--- config.mk ---
export PLATFORM = sky130hd
export DESIGN_NAME = spindle_rpm_tracker_top
export DESIGN_NICKNAME = d
export VERILOG_FILES = /design/src/hw/rtl/spt_pkg.sv /design/src/hw/rtl/spindle_rpm_tracker_top.sv /design/src/hw/rtl/spt_div.sv /design/src/hw/rtl/spt_datapath.sv /design/src/hw/rtl/spt_ctrl.sv
export SDC_FILE = /design/constraint.sdc
export NUM_CORES = 1
export LEC_CHECK = 0
export ABC_AREA = 1
export BUFFER_PORTS_ARGS = -buffer_cell sky130_fd_sc_hd__buf_4
export CAP_MARGIN = 40
export CELL_PAD_IN_SITES_DETAIL_PLACEMENT = 0
export CELL_PAD_IN_SITES_GLOBAL_PLACEMENT = 1
export CORE_UTILIZATION = 49
export DETAILED_ROUTE_END_ITERATION = 8
export PLACE_DENSITY_LB_ADDON = 0.2
export SYNTH_ARGS = -nofsm -noshare
export SYNTH_HDL_FRONTEND = slang
export SYNTH_SLANG_ARGS = --single-unit
--- constraint.sdc ---
create_clock -name clk_i -period 4.6 [get_ports clk_i]
set_input_delay 0.46 -clock clk_i [delete_from_list [all_inputs] [get_ports clk_i]]
set_output_delay 0.46 -clock clk_i [all_outputs]
set_load 0.01 [all_outputs]
--- src/hw/rtl/spt_pkg.sv ---
// ---------------------------------------------------------------------------
// spt_pkg: shared types and constants of the spindle rpm tracker
// Phase codes, configuration indexes, command and status words.
// ---------------------------------------------------------------------------
`default_nettype none

package spt_pkg;

  localparam int unsigned WINDOW_DEPTH_DEF = 16;
  localparam int unsigned PERIOD_WIDTH_DEF = 16;

  localparam int unsigned PORT_PERIOD_W = 16;
  localparam int unsigned AVG_W         = 16;
  localparam int unsigned RPM_W         = 15;
  localparam int unsigned CFG_W         = 16;
  localparam int unsigned IDLE_W        = 16;
  localparam int unsigned RATE_NUM_W    = 22;  // 65535 * 60 < 2**22
  localparam int unsigned SEC_PER_MIN   = 60;

  localparam logic [CFG_W-1:0]  RATE_RESET    = 16'd20000;
  localparam logic [CFG_W-1:0]  TIMEOUT_RESET = 16'd250;
  localparam logic [IDLE_W-1:0] IDLE_MAX      = '1;
  localparam logic [RPM_W-1:0]  RPM_MAX       = '1;

  typedef enum logic {
    CFG_PULSE_RATE = 1'b0,
    CFG_TIMEOUT    = 1'b1
  } spt_cfg_idx_e;

  typedef enum logic [1:0] {
    PH_ZERO     = 2'd0,
    PH_STARTING = 2'd1,
    PH_STEADY   = 2'd2,
    PH_SLOWING  = 2'd3
  } spt_phase_e;

  typedef struct packed {
    logic             we;
    spt_cfg_idx_e     index;
    logic [CFG_W-1:0] data;
  } spt_cfg_t;

  typedef struct packed {
    logic       capture;
    logic       fill_clr;
    logic       fill_wr;
    logic       rd_old;
    logic       upd;
    logic       set_latest;
    logic       div_start;
    logic       avg_load;
    logic       rpm_load;
    logic       rpm_clr;
    logic       out_clr;
    logic       out_load;
    spt_phase_e phase;
  } spt_cmd_t;

  typedef struct packed {
    logic period_zero;
    logic fill_last;
    logic div_done;
    logic avg_zero;
  } spt_status_t;

endpackage

`default_nettype wire

--- src/hw/rtl/spindle_rpm_tracker_top.sv ---
// ---------------------------------------------------------------------------
// spindle_rpm_tracker_top: averaged spindle period and rpm meter
// Zero, slowing and no-event words go straight to the result word stage. A
// steady event word first passes the window update, the average and, unless
// the average is zero, the RATE_NUM_W (22) bit bit-serial rpm divider; a first
// fill sweeps all WINDOW_DEPTH window slots in place of the update. One word in
// flight at a time: the next word is accepted only after the result loads.
// Reset: asynchronous, clears phase, counters, sums and out_valid; no clear pass.
// ---------------------------------------------------------------------------
`default_nettype none

module spindle_rpm_tracker_top #(
  parameter int unsigned WINDOW_DEPTH = spt_pkg::WINDOW_DEPTH_DEF,
  parameter int unsigned PERIOD_WIDTH = spt_pkg::PERIOD_WIDTH_DEF
) (
  input  wire logic                              clk_i,
  input  wire logic                              rst_ni,
  input  wire logic                              cfg_we_i,
  input  wire logic                              cfg_index_i,
  input  wire logic [spt_pkg::CFG_W-1:0]         cfg_data_i,
  input  wire logic                              in_valid_i,
  output logic                                   in_stall_o,
  input  wire logic                              spindle_event_i,
  input  wire logic [spt_pkg::PORT_PERIOD_W-1:0] period_clocks_i,
  output logic                                   out_valid_o,
  input  wire logic                              out_stall_i,
  output logic      [1:0]                        phase_o,
  output logic      [spt_pkg::AVG_W-1:0]         average_period_o,
  output logic      [spt_pkg::PORT_PERIOD_W-1:0] latest_period_o,
  output logic      [spt_pkg::RPM_W-1:0]         spindle_rpm_o
);

  import spt_pkg::*;

  spt_cfg_t    cfg;
  spt_cmd_t    cmd;
  spt_status_t status;

  always_comb begin
    cfg.we    = cfg_we_i;
    cfg.index = spt_cfg_idx_e'(cfg_index_i);
    cfg.data  = cfg_data_i;
  end

  spt_ctrl u_ctrl (
    .clk_i           (clk_i),
    .rst_ni          (rst_ni),
    .cfg_i           (cfg),
    .in_valid_i      (in_valid_i),
    .spindle_event_i (spindle_event_i),
    .in_stall_o      (in_stall_o),
    .out_valid_o     (out_valid_o),
    .out_stall_i     (out_stall_i),
    .status_i        (status),
    .cmd_o           (cmd)
  );

  spt_datapath #(
    .WINDOW_DEPTH (WINDOW_DEPTH),
    .PERIOD_WIDTH (PERIOD_WIDTH)
  ) u_datapath (
    .clk_i            (clk_i),
    .rst_ni           (rst_ni),
    .cfg_i            (cfg),
    .cmd_i            (cmd),
    .status_o         (status),
    .period_clocks_i  (period_clocks_i),
    .phase_o          (phase_o),
    .average_period_o (average_period_o),
    .latest_period_o  (latest_period_o),
    .spindle_rpm_o    (spindle_rpm_o)
  );

endmodule

`default_nettype wire

--- src/hw/rtl/spt_div.sv ---
// ---------------------------------------------------------------------------
// spt_div: radix-2 restoring divider
// One quotient bit per cycle; done pulses when quot_o is valid.
// ---------------------------------------------------------------------------
`default_nettype none

module spt_div #(
  parameter int unsigned NUM_W = 22,
  parameter int unsigned DEN_W = 16
) (
  input  wire logic             clk_i,
  input  wire logic             rst_ni,
  input  wire logic             start_i,
  input  wire logic [NUM_W-1:0] num_i,
  input  wire logic [DEN_W-1:0] den_i,
  output logic      [NUM_W-1:0] quot_o,
  output logic                  done_o
);

  localparam int unsigned CNT_W = $clog2(NUM_W + 1);

  logic [NUM_W-1:0] num_q;
  logic [DEN_W-1:0] den_q;
  logic [DEN_W-1:0] rem_q, rem_d;
  logic [CNT_W-1:0] cnt_q;
  logic             done_q;
  logic [DEN_W:0]   shifted;
  logic [DEN_W:0]   diff;
  logic             ge;

  always_comb begin
    shifted = {rem_q, num_q[NUM_W-1]};
    diff    = shifted - {1'b0, den_q};
    ge      = shifted >= {1'b0, den_q};
    rem_d   = ge ? diff[DEN_W-1:0] : shifted[DEN_W-1:0];
  end

  always_ff @(posedge clk_i) begin
    if (start_i) begin
      num_q <= num_i;
      den_q <= den_i;
      rem_q <= '0;
    end else if (cnt_q != '0) begin
      num_q <= {num_q[NUM_W-2:0], ge};
      rem_q <= rem_d;
    end
  end

  always_ff @(posedge clk_i or negedge rst_ni) begin
    if (!rst_ni) begin
      cnt_q  <= '0;
      done_q <= 1'b0;
    end else if (start_i) begin
      cnt_q  <= CNT_W'(NUM_W);
      done_q <= 1'b0;
    end else if (cnt_q != '0) begin
      cnt_q  <= cnt_q - 1'b1;
      done_q <= (cnt_q == CNT_W'(1));
    end else begin
      done_q <= 1'b0;
    end
  end

  assign quot_o = num_q;
  assign done_o = done_q;

endmodule

`default_nettype wire

--- src/hw/rtl/spt_datapath.sv ---
// ---------------------------------------------------------------------------
// spt_datapath: period window, running sum, divider and output word
// Window memory, sum and slot, average and rpm registers, rate register.
// The average is the sum shifted down by log2 of the window depth, so the
// user must keep the depth a power of two; the block does not enforce it.
// ---------------------------------------------------------------------------
`default_nettype none

module spt_datapath #(
  parameter int unsigned WINDOW_DEPTH = 16,
  parameter int unsigned PERIOD_WIDTH = 16
) (
  input  wire logic                               clk_i,
  input  wire logic                               rst_ni,
  input  wire spt_pkg::spt_cfg_t                  cfg_i,
  input  wire spt_pkg::spt_cmd_t                  cmd_i,
  output spt_pkg::spt_status_t                    status_o,
  input  wire logic [spt_pkg::PORT_PERIOD_W-1:0]  period_clocks_i,
  output logic      [1:0]                         phase_o,
  output logic      [spt_pkg::AVG_W-1:0]          average_period_o,
  output logic      [spt_pkg::PORT_PERIOD_W-1:0]  latest_period_o,
  output logic      [spt_pkg::RPM_W-1:0]          spindle_rpm_o
);

  import spt_pkg::*;

  localparam int unsigned PW    = (PERIOD_WIDTH < PORT_PERIOD_W) ? PERIOD_WIDTH
                                                                 : PORT_PERIOD_W;
  localparam int unsigned AW    = $clog2(WINDOW_DEPTH);
  localparam int unsigned SUM_W = PW + AW;
  localparam logic [AW-1:0] LAST_SLOT = AW'(WINDOW_DEPTH - 1);

  logic [PW-1:0]         mem_q [WINDOW_DEPTH];
  logic [CFG_W-1:0]      rate_q;
  logic [PW-1:0]         in_period;
  logic [PW-1:0]         period_q;
  logic [PW-1:0]         old_q;
  logic [AW-1:0]         fill_addr_q;
  logic [AW-1:0]         slot_q;
  logic [SUM_W-1:0]      sum_q;
  logic [PW-1:0]         sum_avg;
  logic [PW-1:0]         avg_q;
  logic [PW-1:0]         latest_q;
  logic [RPM_W-1:0]      rpm_q;
  logic [1:0]            out_phase_q;
  logic [AVG_W-1:0]      out_avg_q;
  logic [PORT_PERIOD_W-1:0] out_latest_q;
  logic [RPM_W-1:0]      out_rpm_q;
  logic [RATE_NUM_W-1:0] rate_num;
  logic [RATE_NUM_W-1:0] quot;
  logic                  div_done;
  logic [RPM_W-1:0]      rpm_sat;

  assign in_period = period_clocks_i[PW-1:0];
  assign sum_avg   = sum_q[SUM_W-1:AW];
  assign rate_num  = RATE_NUM_W'(rate_q) * RATE_NUM_W'(SEC_PER_MIN);
  assign rpm_sat   = (quot > RATE_NUM_W'(RPM_MAX)) ? RPM_MAX : quot[RPM_W-1:0];

  spt_div #(
    .NUM_W (RATE_NUM_W),
    .DEN_W (PW)
  ) u_div (
    .clk_i   (clk_i),
    .rst_ni  (rst_ni),
    .start_i (cmd_i.div_start),
    .num_i   (rate_num),
    .den_i   (avg_q),
    .quot_o  (quot),
    .done_o  (div_done)
  );

  always_ff @(posedge clk_i) begin
    if (cmd_i.fill_wr) begin
      mem_q[fill_addr_q] <= period_q;
    end else if (cmd_i.upd) begin
      mem_q[slot_q] <= period_q;
    end
    if (cmd_i.rd_old) begin
      old_q <= mem_q[slot_q];
    end
  end

  always_ff @(posedge clk_i) begin
    if (cmd_i.capture) begin
      period_q <= in_period;
    end
    if (cmd_i.out_load) begin
      out_phase_q  <= cmd_i.phase;
      out_avg_q    <= AVG_W'(avg_q);
      out_latest_q <= PORT_PERIOD_W'(latest_q);
      out_rpm_q    <= rpm_q;
    end
  end

  always_ff @(posedge clk_i or negedge rst_ni) begin
    if (!rst_ni) begin
      rate_q      <= RATE_RESET;
      fill_addr_q <= '0;
      slot_q      <= '0;
      sum_q       <= '0;
      avg_q       <= '0;
      latest_q    <= '0;
      rpm_q       <= '0;
    end else begin
      if (cfg_i.we && cfg_i.index == CFG_PULSE_RATE) begin
        rate_q <= cfg_i.data;
      end
      if (cmd_i.fill_clr) begin
        sum_q       <= '0;
        fill_addr_q <= '0;
        slot_q      <= '0;
      end else if (cmd_i.fill_wr) begin
        sum_q       <= sum_q + SUM_W'(period_q);
        fill_addr_q <= fill_addr_q + 1'b1;
      end else if (cmd_i.upd) begin
        sum_q  <= sum_q - SUM_W'(old_q) + SUM_W'(period_q);
        slot_q <= (slot_q == LAST_SLOT) ? '0 : slot_q + 1'b1;
      end
      if (cmd_i.set_latest) begin
        latest_q <= in_period;
      end
      if (cmd_i.avg_load) begin
        avg_q <= sum_avg;
      end
      if (cmd_i.rpm_load) begin
        rpm_q <= rpm_sat;
      end else if (cmd_i.rpm_clr) begin
        rpm_q <= '0;
      end
      if (cmd_i.out_clr) begin
        avg_q    <= '0;
        latest_q <= '0;
        rpm_q    <= '0;
      end
    end
  end

  always_comb begin
    status_o.period_zero = (in_period == '0);
    status_o.fill_last   = (fill_addr_q == LAST_SLOT);
    status_o.div_done    = div_done;
    status_o.avg_zero    = (sum_avg == '0);
  end

  assign phase_o          = out_phase_q;
  assign average_period_o = out_avg_q;
  assign latest_period_o  = out_latest_q;
  assign spindle_rpm_o    = out_rpm_q;

endmodule

`default_nettype wire

--- src/hw/rtl/spt_ctrl.sv ---
// ---------------------------------------------------------------------------
// spt_ctrl: item sequencer and phase tracking
// Phase, held event, idle counter and timeout; issues datapath commands.
// ---------------------------------------------------------------------------
`default_nettype none

module spt_ctrl (
  input  wire logic                 clk_i,
  input  wire logic                 rst_ni,
  input  wire spt_pkg::spt_cfg_t    cfg_i,
  input  wire logic                 in_valid_i,
  input  wire logic                 spindle_event_i,
  output logic                      in_stall_o,
  output logic                      out_valid_o,
  input  wire logic                 out_stall_i,
  input  wire spt_pkg::spt_status_t status_i,
  output spt_pkg::spt_cmd_t         cmd_o
);

  import spt_pkg::*;

  typedef enum logic [2:0] {
    S_IDLE,
    S_FILL,
    S_UPD,
    S_AVG,
    S_RPM_GO,
    S_RPM,
    S_EMIT
  } state_e;

  state_e           state_q, state_d;
  spt_phase_e       phase_q, phase_d;
  logic             held_q, held_d;
  logic             to_q, to_d;
  logic             out_valid_q, out_valid_d;
  logic [IDLE_W-1:0] idle_q, idle_d;
  logic [CFG_W-1:0] timeout_q, timeout_d;
  logic [IDLE_W-1:0] idle_nx;
  logic             timeout_hit;
  logic             accept;

  assign accept = in_valid_i && (state_q == S_IDLE);

  always_comb begin
    state_d     = state_q;
    phase_d     = phase_q;
    held_d      = held_q;
    to_d        = to_q;
    idle_d      = idle_q;
    timeout_d   = timeout_q;
    out_valid_d = out_valid_q;
    cmd_o       = '0;
    cmd_o.phase = phase_q;

    if (spindle_event_i) begin
      idle_nx = '0;
    end else begin
      idle_nx = (idle_q == IDLE_MAX) ? idle_q : idle_q + 1'b1;
    end
    timeout_hit = (idle_nx >= timeout_q);

    if (out_valid_q && !out_stall_i) begin
      out_valid_d = 1'b0;
    end
    if (cfg_i.we && cfg_i.index == CFG_TIMEOUT) begin
      timeout_d = cfg_i.data;
    end

    case (state_q)
      S_IDLE: begin
        if (in_valid_i) begin
          cmd_o.capture = 1'b1;
          state_d       = S_EMIT;
          case (phase_q)
            PH_ZERO: begin
              if (spindle_event_i || held_q) begin
                held_d  = 1'b0;
                idle_d  = '0;
                phase_d = PH_STARTING;
              end
            end
            PH_STARTING, PH_STEADY: begin
              idle_d = idle_nx;
              to_d   = timeout_hit;
              if (spindle_event_i) begin
                cmd_o.set_latest = 1'b1;
                if (phase_q == PH_STARTING) begin
                  if (!status_i.period_zero) begin
                    cmd_o.fill_clr = 1'b1;
                    state_d        = S_FILL;
                  end else begin
                    cmd_o.rpm_clr = 1'b1;
                    phase_d       = PH_SLOWING;
                  end
                end else begin
                  cmd_o.rd_old = 1'b1;
                  state_d      = S_UPD;
                end
              end else if (timeout_hit) begin
                phase_d = PH_SLOWING;
              end
            end
            default: begin
              cmd_o.out_clr = 1'b1;
              if (spindle_event_i) begin
                held_d = 1'b1;
              end
              phase_d = PH_ZERO;
            end
          endcase
        end
      end
      S_FILL: begin
        cmd_o.fill_wr = 1'b1;
        if (status_i.fill_last) begin
          state_d = S_AVG;
        end
      end
      S_UPD: begin
        cmd_o.upd = 1'b1;
        state_d   = S_AVG;
      end
      S_AVG: begin
        cmd_o.avg_load = 1'b1;
        if (status_i.avg_zero) begin
          cmd_o.rpm_clr = 1'b1;
          phase_d       = PH_SLOWING;
          state_d       = S_EMIT;
        end else begin
          state_d = S_RPM_GO;
        end
      end
      S_RPM_GO: begin
        cmd_o.div_start = 1'b1;
        state_d         = S_RPM;
      end
      S_RPM: begin
        if (status_i.div_done) begin
          cmd_o.rpm_load = 1'b1;
          phase_d        = to_q ? PH_SLOWING : PH_STEADY;
          state_d        = S_EMIT;
        end
      end
      S_EMIT: begin
        if (!out_valid_q || !out_stall_i) begin
          cmd_o.out_load = 1'b1;
          out_valid_d    = 1'b1;
          state_d        = S_IDLE;
        end
      end
      default: begin
        state_d = S_IDLE;
      end
    endcase
  end

  always_ff @(posedge clk_i or negedge rst_ni) begin
    if (!rst_ni) begin
      state_q     <= S_IDLE;
      phase_q     <= PH_ZERO;
      held_q      <= 1'b0;
      to_q        <= 1'b0;
      out_valid_q <= 1'b0;
      idle_q      <= '0;
      timeout_q   <= TIMEOUT_RESET;
    end else begin
      state_q     <= state_d;
      phase_q     <= phase_d;
      held_q      <= held_d;
      to_q        <= to_d;
      out_valid_q <= out_valid_d;
      idle_q      <= idle_d;
      timeout_q   <= timeout_d;
    end
  end

  assign in_stall_o  = (state_q != S_IDLE);
  assign out_valid_o = out_valid_q;

  a_held_only_in_zero: assert property (@(posedge clk_i) disable iff (!rst_ni)
    held_q |-> phase_q == PH_ZERO)
    else $error("held event outside zero phase");

  a_slowing_to_zero: assert property (@(posedge clk_i) disable iff (!rst_ni)
    accept && phase_q == PH_SLOWING |=> phase_q == PH_ZERO)
    else $error("slowing item did not return to zero");

  a_zero_stays: assert property (@(posedge clk_i) disable iff (!rst_ni)
    accept && phase_q == PH_ZERO && !spindle_event_i && !held_q |=> phase_q == PH_ZERO)
    else $error("zero phase left without event");

  a_emit_loads: assert property (@(posedge clk_i) disable iff (!rst_ni)
    state_q == S_EMIT && !(out_valid_q && out_stall_i) |=> out_valid_q && state_q == S_IDLE)
    else $error("result word not loaded");

endmodule

`default_nettype wire

* After elaboration in Yosys (flattened, before gate mapping)
Memories as Yosys holds them, arrays and structs flattened. A register that Yosys moved wholly into a read port is not among the register bits. Cells that the tools add are included.
Cells by class: add/subtract/negate cells 8, $mul 1, div/mod/pow operators 0, $lt $le $gt $ge 3, equality and inequality tests 23, shifts and indexed selects 0, mux-type cells 95, bitwise operators 2, reduce and logical (&&, ||, !) cells 32
Operators by type and width (number):
- two-way mux 16 bit | 9
- two-way mux 15 bit | 4
- two-way mux 20 bit | 3
- two-way mux 22 bit | 2
- two-way mux 1 bit | 42
- adder 20 x 16 -> 20 bit | 2
- zero test 16 bit | 2
- case mux 16 bit (2 select lines) | 1
- two-way mux 4 bit | 7
- two-way mux 2 bit | 12
- two-way mux 3 bit | 8
- greater-than comparator 22 x 15 -> 1 bit (second input constant) | 1
- case mux 3 bit (7 select lines) | 1
- multiplier 16 x 4 -> 20 bit (second input constant) | 1
- subtractor 20 x 16 -> 20 bit | 1
- greater-or-equal comparator 17 x 16 -> 1 bit | 1
- adder 16 x 1 -> 16 bit (second input constant) | 1
- equality test 16 bit (second input constant) | 1
- greater-or-equal comparator 16 bit | 1
- OR reduction 16 bit | 1
- subtractor 16 bit | 1
- nonzero test 2 bit | 7
- nonzero test 3 bit | 4
- two-way mux 5 bit | 2
- other kinds (31) | 49
Word-level totals: register bits after elaboration 256, latch bits 0, bits in writable memories 256, ROM bits 0, output and inout bits 51, memories 1
Memory list:
- u_datapath.mem_q | depth 16, bits a word 16, read ports 1, clocked after memory_dff 1, wr ports 1, line spt_datapath.sv:33 | logic [PW-1:0] mem_q [WINDOW_DEPTH];

* Depth between registers and ports, before layout
word-level depth 10, depth in mapped cells 21

* Cells and area by module
From an unflattened synthesis, not the netlist that was laid out.
Second synthesis, totals: cell total of the unflattened synthesis 2819, area total of the unflattened synthesis 27273.7 um^2
By module, submodules not included:
- spt_datapath | times used 1, cells each 1972, area each 20753.7 um^2, seq. area each 12403.1 um^2
- spt_div | times used 1, cells each 461, area each 3697.3 um^2, seq. area each 1611.5 um^2
- spt_ctrl | times used 1, cells each 386, area each 2822.7 um^2, seq. area each 1008.5 um^2

* Worst setup path after synthesis
No wires, ideal clock.
path type reg2reg, start point register u_ctrl.state_q[2], end point register u_datapath.out_avg_q[0], in the netlist u_datapath.average_period_o[0], enable pin, setup time 0.456 ns, data arrival time 2.829 ns, required time 4.144 ns, setup slack 1.315 ns, stages on the path, launching flop included 5, buffers on the path 0, cells stage by stage dfrtp_1 -> inv_1 -> nor3_1 -> inv_1 -> nor2_1
RTL lines:
- from (decl) | line spt_ctrl.sv:32 | state_e state_q, state_d;
- from (signal assigned) | line spt_ctrl.sv:168 | state_q <= state_d;
- to (signal assigned) | line spt_datapath.sv:89 | out_avg_q <= AVG_W'(avg_q);
- to (decl) | line spt_datapath.sv:46 | logic [AVG_W-1:0] out_avg_q;

* Final worst setup path
start point register u_datapath.rate_q[9], end point register u_datapath.u_div.num_q[17], in the netlist u_datapath.u_div.quot_o[17], data pin
Between the ends: longest elaborated chain between the ends 2
Ends and longest elaborated chain:
- from (decl) | line spt_datapath.sv:34 | logic [CFG_W-1:0] rate_q;
- from (signal assigned) | line spt_datapath.sv:106 | rate_q <= cfg_i.data;
- multiplier 16 x 4 -> 20 bit | line spt_datapath.sv:56 | assign rate_num = RATE_NUM_W'(rate_q) * RATE_NUM_W'(SEC_PER_MIN);
- two-way mux 22 bit | line spt_div.sv:39 | if (start_i) begin
- to (signal assigned) | line spt_div.sv:40 | num_q <= num_i;
- to (signal assigned) | line spt_div.sv:44 | num_q <= {num_q[NUM_W-2:0], ge};
- to (decl) | line spt_div.sv:22 | logic [NUM_W-1:0] num_q;
No other way between the ends. A chain may end at the register's enable or synchronous reset.

==> metrics.cfg <==
[die]
core_region_area_mm2 = 0.0541
fp.dieW_um = 237
start_util_pct = 49.9
die_h_um = 237
fp-row-count = 85
io_pins = 90
dieArea_mm2 = 0.0561

[synth]
synth_area_mm2 = 0.0270
ys_seq_elements = 528
synth_adder_area_share_pct = 8.26
synth_nets = 3008
yosys_warnings = 0
ys_async_sr_fraction_pct = 25.9
yosys.area_share.simple_pct = 18.8
yosys.area_share.xor_xnor_pct = 0.973
muxShareOfSynthArea_pct = 0
ys_types = 54
synth-compound-area-share_pct = 9.53
seq_area_frac_synth_pct = 55.6
postSynthAreaPerCell_um2 = 9.58
synth-edff-count = 373
synth_top_family_by_area = simple AND/OR/NAND/NOR gates
synth_cells = 2819
dominantRegCellSynth = edfxtp_1

[worst_setup_path]
end_kind = flip-flop
critical_path_required_ns = 4.98
cp-start-kind = flip-flop
critical_path_class = flip-flop to flip-flop
arrival_ns = 3.79
cp_max_fo = 6

[clock_network]
clk_pin_slew_ns = 0.07
cts_setup_buffers = 0
ctsLongestPathBuffers = 3
cts_sinks = 528
cts_root_buf = clkbuf_16
htree_levels = 2
cts_made_buffers = 55
cts_tree = done
clock_latency_ns = 0.63

[global_route]
grt_max_degree = 104
grt_pass1_wl_um = 108000
antenna_found_initial = 0
grt_pass1_vias = 19403
grt_overflow = 0
grt_usage_pct = 25.1

[job]
cap_violations = 0

[sta]
setup-tns-final_ns = 0
rsz0062_at_grt = no
final-hold-violation-count = 0
period_needed_ns = 3.41
clock_skew_ns = 0.0355
finalCritPeriodShare_pct = 74.1
setup_viol = 0
relSlewSlack_pct = 41.0
maxSlewViolCount = 0
worst_slew_pin_slew_ns = 0.884
fmax_mhz = 293

[layout]
largest_register_ffs = 256
antennaDiodeCount = 0
multi_input_area_mm2 = 0.0102
n_fill_cell = 4684
fin_nets = 3112
areaGrowthSynthToFinish_pct = 13.4
seqCellArea_mm2 = 0.0150
drive_gt1_share_pct = 9.93
top_register = u_datapath.mem_q
fin_area_mm2 = 0.0306

[route]
drt-pass1-iter-count = 5
wire_per_inst_um = 19.0
avgViaCountPerCell = 5.47
drtAntennaViolNets = 0
drtIter0Drc = 1564
num_vias = 20035
route.detailed.drc = 0
drt-total-wl_um = 69800

[place]
dpl_cell_area_mm2 = 0.0286
gp_congestion = 0.910
place.port_buffers = 89
hpwlAfterDp_um = 50000

[run_status]
status = finished clean

[power]
power_leakage_uw = 0.0134
ir_drop_uv = 363
powerDensity_mw_per_mm2 = 706

[hold_path]
hp-class = primary input to flip-flop

synth_stat cells (all sizes together), types with 11 or more instances:
| master | n | share of area (%) |
|---|---|---|
| a221oi | 20 | 0.65 |
| fa | 47 | 3.5 |
| edfxtp | 373 | 41 |
| inv | 376 | 5.2 |
| nor2 | 221 | 3.2 |
| nor3 | 18 | 0.35 |
| nand4 | 53 | 1.3 |
| dfstp | 11 | 1.1 |
| dfxtp | 18 | 1.3 |
| nand3 | 239 | 4.5 |
| xor2 | 17 | 0.55 |
| o21ai | 248 | 4.7 |
| o22ai | 33 | 0.76 |
| clkbuf | 51 | 0.71 |
| xnor2 | 13 | 0.42 |
| o221ai | 12 | 0.39 |
| ha | 103 | 4.8 |
| nand2 | 636 | 9.0 |
| buf | 42 | 0.89 |
| dfrtp | 126 | 12 |
| a21oi | 110 | 2.1 |
where the power goes:
part | internal, µW | switching [µW] | total [µW]
sequential | 6430 | 816 | 7250
combinational | 3240 | 6330 | 9560
clock | 2840 | 1960 | 4810
through the flow:
stage	power [µW]	instances	setup WS [ns]	util (%)	hold WS [ns]
floorplan	13900	2819	1.32	-	0.164
global placement	16600	3549	1.20	52.6	0.395
detailed placement	16900	3560	1.21	52.9	0.402
CTS	21700	3666	1.20	56.6	0.00720
global route	23200	3666	0.957	56.6	0.0250
finish	21600	3666	1.19	56.6	0.0493
worst max-delay path, cell delays in order, from the launching register on:
cell and delay [ns]:
dfstp_2 0.61, fa_1 0.46, fa_1 0.47, ha_1 0.38, a21oi_1 0.35, o21ai_0 0.22
a21oi_1 0.16, o21ai_0 0.11, or2_2 0.29, nand3_1 0.07, nand2_1 0.06
cell families after synthesis:
| logic type | Yosys count |
|---|---|
| AO/OA/AOI/OAI | 456 |
| XOR/XNOR | 30 |
| flip-flops | 528 |
| AND/OR/NAND/NOR | 1186 |
| buffers and inverters | 469 |
| adder cells (fa/ha/maj) | 150 |
cells in the final DEF, fill, tap and decap left out, drive strengths merged, types with 17 or more instances in the layout:
cell type	synthesis	routed
ha	103	103
o22ai	33	33
xor2	17	17
nor3	18	18
dfrtp	126	126
inv	376	379
buf	42	138
edfxtp	373	373
fa	47	47
clkbuf	51	69
a21oi	110	110
nand4	53	53
dfxtp	18	18
clkinv	0	20
nand3	239	239
a221oi	20	20
nand2	636	636
o21ai	248	248
nor2	221	221
final cells by class:
class | instances | area share [%]
flip-flops and latches | 528 | 49.0
multi-input cells | 1822 | 33.3
clock buffers | 69 | 4.89
inverters | 376 | 4.62
repair buffers | 140 | 3.84
well taps | 696 | 2.84
clock inverters | 35 | 1.56
layer usage:
| metal | vias up | share of wire (%) | GRT usage, % |
|---|---|---|---|
| met2 | 534 | 48 | 41.6 |
| met5 | - | 0 | 0 |
| met1 | 9655 | 45 | 34.6 |
| met4 | 0 | 2.1 | 6.81 |
| met3 | 97 | 5.0 | 3.40 |
| li1 | 9749 | - | - |
path summary, 6_finish.rpt:
check                                               startpoint                                  endpoint  slack [ns]  cells past startpoint
setup / recovery              u_datapath.rate_q[9]$_DFFE_PN1P_     u_datapath.u_div.quot_o[17]$_DFFE_PP_        1.19                     10
hold / removal                             period_clocks_i[11]         u_datapath.period_q[11]$_DFFE_PP_        0.05                      1
setup reg to reg              u_datapath.rate_q[9]$_DFFE_PN1P_     u_datapath.u_div.quot_o[17]$_DFFE_PP_        1.19                     10
hold reg to reg            u_datapath.latest_q[10]$_DFFE_PN0P_  u_datapath.latest_period_o[10]$_DFFE_PP_        0.44                      0
max in group asynchronous                               rst_ni          u_datapath.slot_q[0]$_DFFE_PN0P_        3.34                      3
min in group asynchronous                               rst_ni          u_datapath.sum_q[19]$_DFFE_PN0P_        0.31                      2
repair_timing:
action / in CTS / in global routing
gates resized for setup: 0 / 0
hold buffers: 2 / 0
endpoints found under the hold margin: 35 / 0
No activity file was read; power rests on OpenSTA's default activity.
